[src/hw/rtl/ddo_pkg.sv]
`timescale 1ns / 1ps
// ----------------------------------------------------------------------------
// ddo_pkg
// Shared types, constants and the arctangent table of the odometry unit.
// ----------------------------------------------------------------------------
package ddo_pkg;

  localparam int FRAC_BITS_DEF    = 16;
  localparam int CORDIC_STEPS_DEF = 16;
  localparam int HT_W             = 20;
  localparam logic [HT_W-1:0] HT_RESET = 20'd2048;

  localparam logic [1:0] ADDR_HT = 2'd0;

  localparam logic [1:0] CMD_SAMPLE = 2'd0;
  localparam logic [1:0] CMD_SET_X  = 2'd1;
  localparam logic [1:0] CMD_SET_Y  = 2'd2;
  localparam logic [1:0] CMD_SET_H  = 2'd3;

  localparam logic signed [33:0] CORDIC_GAIN = 34'sd652032874;

  typedef struct packed {
    logic [1:0]         command;
    logic signed [31:0] right_count;
    logic signed [31:0] left_count;
    logic signed [47:0] set_value;
  } cmd_item_t;

  function automatic logic [31:0] atan_turn(input logic [4:0] i);
    case (i)
      5'd0:    atan_turn = 32'd536870912;
      5'd1:    atan_turn = 32'd316933406;
      5'd2:    atan_turn = 32'd167458907;
      5'd3:    atan_turn = 32'd85004756;
      5'd4:    atan_turn = 32'd42667331;
      5'd5:    atan_turn = 32'd21354465;
      5'd6:    atan_turn = 32'd10679838;
      5'd7:    atan_turn = 32'd5340245;
      5'd8:    atan_turn = 32'd2670163;
      5'd9:    atan_turn = 32'd1335087;
      5'd10:   atan_turn = 32'd667544;
      5'd11:   atan_turn = 32'd333772;
      5'd12:   atan_turn = 32'd166886;
      5'd13:   atan_turn = 32'd83443;
      5'd14:   atan_turn = 32'd41722;
      5'd15:   atan_turn = 32'd20861;
      5'd16:   atan_turn = 32'd10430;
      5'd17:   atan_turn = 32'd5215;
      5'd18:   atan_turn = 32'd2608;
      5'd19:   atan_turn = 32'd1304;
      5'd20:   atan_turn = 32'd652;
      5'd21:   atan_turn = 32'd326;
      5'd22:   atan_turn = 32'd163;
      5'd23:   atan_turn = 32'd81;
      default: atan_turn = 32'd0;
    endcase
  endfunction

endpackage

[src/hw/rtl/ddo_front.sv]
`timescale 1ns / 1ps
// ----------------------------------------------------------------------------
// ddo_front
// A two-entry queue that decouples the stream from the
// odometry engine.
// ----------------------------------------------------------------------------
module ddo_front (
  input  logic              clk,
  input  logic              rst,
  input  logic              in_valid,
  output logic              in_ready,
  input  ddo_pkg::cmd_item_t in_item,
  output logic              q_valid,
  input  logic              q_ready,
  output ddo_pkg::cmd_item_t q_item
);

  ddo_pkg::cmd_item_t mem [2];
  logic       wr_ptr;
  logic       rd_ptr;
  logic [1:0] count;

  logic push;
  logic pop;

  assign in_ready = (count != 2'd2);
  assign q_valid  = (count != 2'd0);
  assign q_item   = mem[rd_ptr];
  assign push     = in_valid && in_ready;
  assign pop      = q_valid && q_ready;

  always_ff @(posedge clk) begin
    if (push) begin
      mem[wr_ptr] <= in_item;
    end
  end

  always_ff @(posedge clk) begin
    if (rst) begin
      wr_ptr <= 1'b0;
      rd_ptr <= 1'b0;
      count  <= 2'd0;
    end else begin
      if (push) begin
        wr_ptr <= ~wr_ptr;
      end
      if (pop) begin
        rd_ptr <= ~rd_ptr;
      end
      count <= count + {1'b0, push} - {1'b0, pop};
    end
  end

endmodule

[config.mk]
export PLATFORM = sky130hd
export DESIGN_NAME = ddo_front
export DESIGN_NICKNAME = d
export VERILOG_FILES = /design/src/hw/rtl/ddo_pkg.sv /design/src/hw/rtl/ddo_front.sv
export SDC_FILE = /design/constraint.sdc
export NUM_CORES = 1
export LEC_CHECK = 0
export BUFFER_PORTS_ARGS = -buffer_cell sky130_fd_sc_hd__buf_2
export CORE_MARGIN = 3
export CORE_UTILIZATION = 54
export CTS_BUF_LIST = sky130_fd_sc_hd__clkbuf_8
export DETAILED_ROUTE_END_ITERATION = 10
export PLACE_DENSITY = 0.94
export SYNTH_ARGS = -nofsm -noshare
export SYNTH_HDL_FRONTEND = slang
export SYNTH_SLANG_ARGS = --single-unit
export TNS_END_PERCENT = 100
[constraint.sdc]
create_clock -name clk -period 9.7 [get_ports clk]
set_input_delay 1.94 -clock clk [delete_from_list [all_inputs] [get_ports clk]]
set_output_delay 1.94 -clock clk [all_outputs]
set_load 0.01 [all_outputs]
==> metrics.yaml <==
yosys:
  syn_nets: 499
  synth_flop_cell: "edfxtp_1"
  synth_top_area_share_pct: 78.68
  synth_cell_types: 18
  yosysWarnings: 0
  ys_seq_elements: 233
  synth_area_um2: 8702
  ys_top_cells_by_area: "edfxtp_1 (79%), mux2_4 (10%), mux2_2 (7.1%)"
  synth_edf_count: 228
  synth_most_common_cell: "edfxtp_1"
  yosys.area.top_type: "edfxtp_1"
  synth_commonest_cells: "edfxtp_1 (228), mux2_4 (60), mux2_2 (55)"
  yosysSeqAreaShare_pct: 79.83
  synth-async-reset-ratio_pct: 0
  synth_area_per_cell_um2: 22.96
  synth_cells: 379
floorplan:
  fp.dieH_um: 132.9
  rows: 45
  pin_count: 234
  core_um2: 15480
  fp.dieW_um: 132.9
  die_area_um2: 17670
  initial_core_util_pct: 56.20
sta:
  slew_headroom_pct: 36.33
  holdWs_ps: 513.9
  fin_setup_tns_ps: 0
  worst_pin_slew_ps: 955.0
  period_share_pct: 49.29
  grt_setup_unrepaired: "no"
  final.setup_skew_ps: 14.71
  finalSetupViolCount: 0
  period_needed_ps: 4781
  setup_ws_ps: 4919
  final_max_slew_viol_count: 0
  max_freq_mhz: 209.2
  hold_violations: 0
finish:
  nNetsFinal: 762
  fillers: 968
  syn2layout_area_growth_pct: 23.51
  seq_area_um2: 6950
  multi_input_area_um2: 1645
  layout-drive-gt1-share_pct: 60.69
  fin_util_pct: 69.41
grt:
  antenna_found_initial: 1
  grt_max_degree: 67
  grt-ovfl-total: 0
  grt_pass1_vias: 4925
  grt_usage_pct: 17.83
  grt_pass1_wl_mm: 24.78
power:
  seq_power_share_pct: 49.0
  comb_power_share_pct: 23.5
  power.leakage_nw: 4.208
  p_switching_uw: 736.2
  peakVddDrop_mv: 0.2201
  clockPowerShare_pct: 27.6
  p_sw_share_pct: 26.91
  p_int_mw: 1.999
  powerDensity_nw_per_um2: 254.5
  total_power_mw: 2.736
drt:
  vias: 4471
  highest_layer: "met4"
  first_pass_iters: 5
  ant_nets: 0
  wl_mm: 16.09
  drc_errors: 0
  dr_wl_met2_mm: 8.152
  wl_met1_mm: 6.188
  routedWlPerCell_um: 18.26
  route.met3.wl_mm: 1.324
  via_per_inst: 5.075
  drtIter0Drc: 296
place:
  pre_cts_ws_ps: 5343
  port_buffers: 233
  hpwlAfterDp_mm: 10.78
  gp_congestion: 0.7137
clock_network:
  postCtsSetupBuffers: 0
  cts.clk_slew.worst_paths_ps: 60
  cts.path.max_buffers: 3
  htreeDepth: 2
  cts_buffers: 37
  cts_tree: "done"
  cts_root_buf: "clkbuf_8"
  ctsHoldBuffers: 0
  cts_sinks: 233
  clk-insertion-delay-late_ps: 500
  post_cts_resized: 0
status:
  run_status: "finished, final reports clean"
worst_setup_path:
  crit_path_end_kind: "primary output"
  crit_arrival_ps: 2840
  r2r_setup_slack_ps: 7250
  crit_required_ps: 7760
  critPathLaunchType: "flop"
  crit_type: "reg -> out"
  crit_fanout: 60
hold_path:
  hp-class: "reg -> reg"
flow_run:
  max_cap_viol_count: 0
## power groups by stage
| stage | logic [mW] | clock network [mW] | registers [mW] |
|---|---|---|---|
| after floorplan | 0.467 | 0 | 1.33 |
| after global placement | 0.628 | 0 | 1.35 |
| after detailed placement | 0.647 | 0 | 1.36 |
| after CTS | 0.650 | 0.779 | 1.34 |
| after global routing | 0.683 | 0.826 | 1.35 |
| final | 0.642 | 0.755 | 1.34 |
## worst paths after layout
path                            start                    to  depth (start not counted)
setup / recovery                 flop            q_item[46]                          3
hold reg to reg   rd_ptr$_SDFFE_PP0P_                  flop                          2
hold / removal    rd_ptr$_SDFFE_PP0P_                  flop                          2
setup reg to reg  count[0]$_SDFF_PP0_  mem[1][42]$_DFFE_PP_                          3
## cell type report
class                      instances  share of cell area [%]
timing repair buffer             237                   11.13
clock inverter                    27                   1.385
clock buffer                      39                   4.994
multi-input combinational        132                   15.31
inverter                           1                 0.03492
sequential                       233                   64.67
tap                              211                   2.456
antenna                            1                 0.02328
## per-layer routing
| metal | track usage [%] | up-vias |
|---|---|---|
| met5 | 0 | - |
| met4 | 6.755 | 0 |
| met3 | 5.894 | 35 |
| met2 | 31.01 | 214 |
| met1 | 20.56 | 2179 |
| li1 | - | 2043 |
## flip-flops by register name (all words and copies together) (netlist names), named ones only
signal / cells
count: 2
mem: 228
rd_ptr: 1
wr_ptr: 1
## placed cells by master, fill, tap and decap left out, drive strengths merged
cell type  count
xnor2          2
bufinv         1
edfxtp       228
clkinv         9
diode          1
nand2b         1
nor2           5
clkbuf        39
or2            1
clkinvlp       2
nor2b          2
ha             2
mux2         115
nand2          1
dfxtp          5
xor2           1
inv           16
and3           1
buf          237
o21a           1
## per-stage QoR
step | cell area (µm²) | instances
after floorplan | 8702 | 379
after global placement | 10060 | 814
after detailed placement | 10060 | 814
after CTS | 10750 | 880
after global routing | 10750 | 881
final | 10750 | 881
## cell families after synthesis
group,after synthesis,share of synthesized area [%]
AOI/OAI and AO/OA,1,0.08630
xor gates and xnor gates,3,0.3020
adders and majority gates,2,0.2875
buffers and inverters,14,1.409
DFF,233,79.83
muxes,115,17.47
and+or+nand+nor,11,0.6184
## critical path: stages (launching register included)
cell,delay (ps)
dfxtp_4,930
buf_4,800
mux2_2,430
buf_2,140
Note: power is estimated with default switching activity, not from simulation.
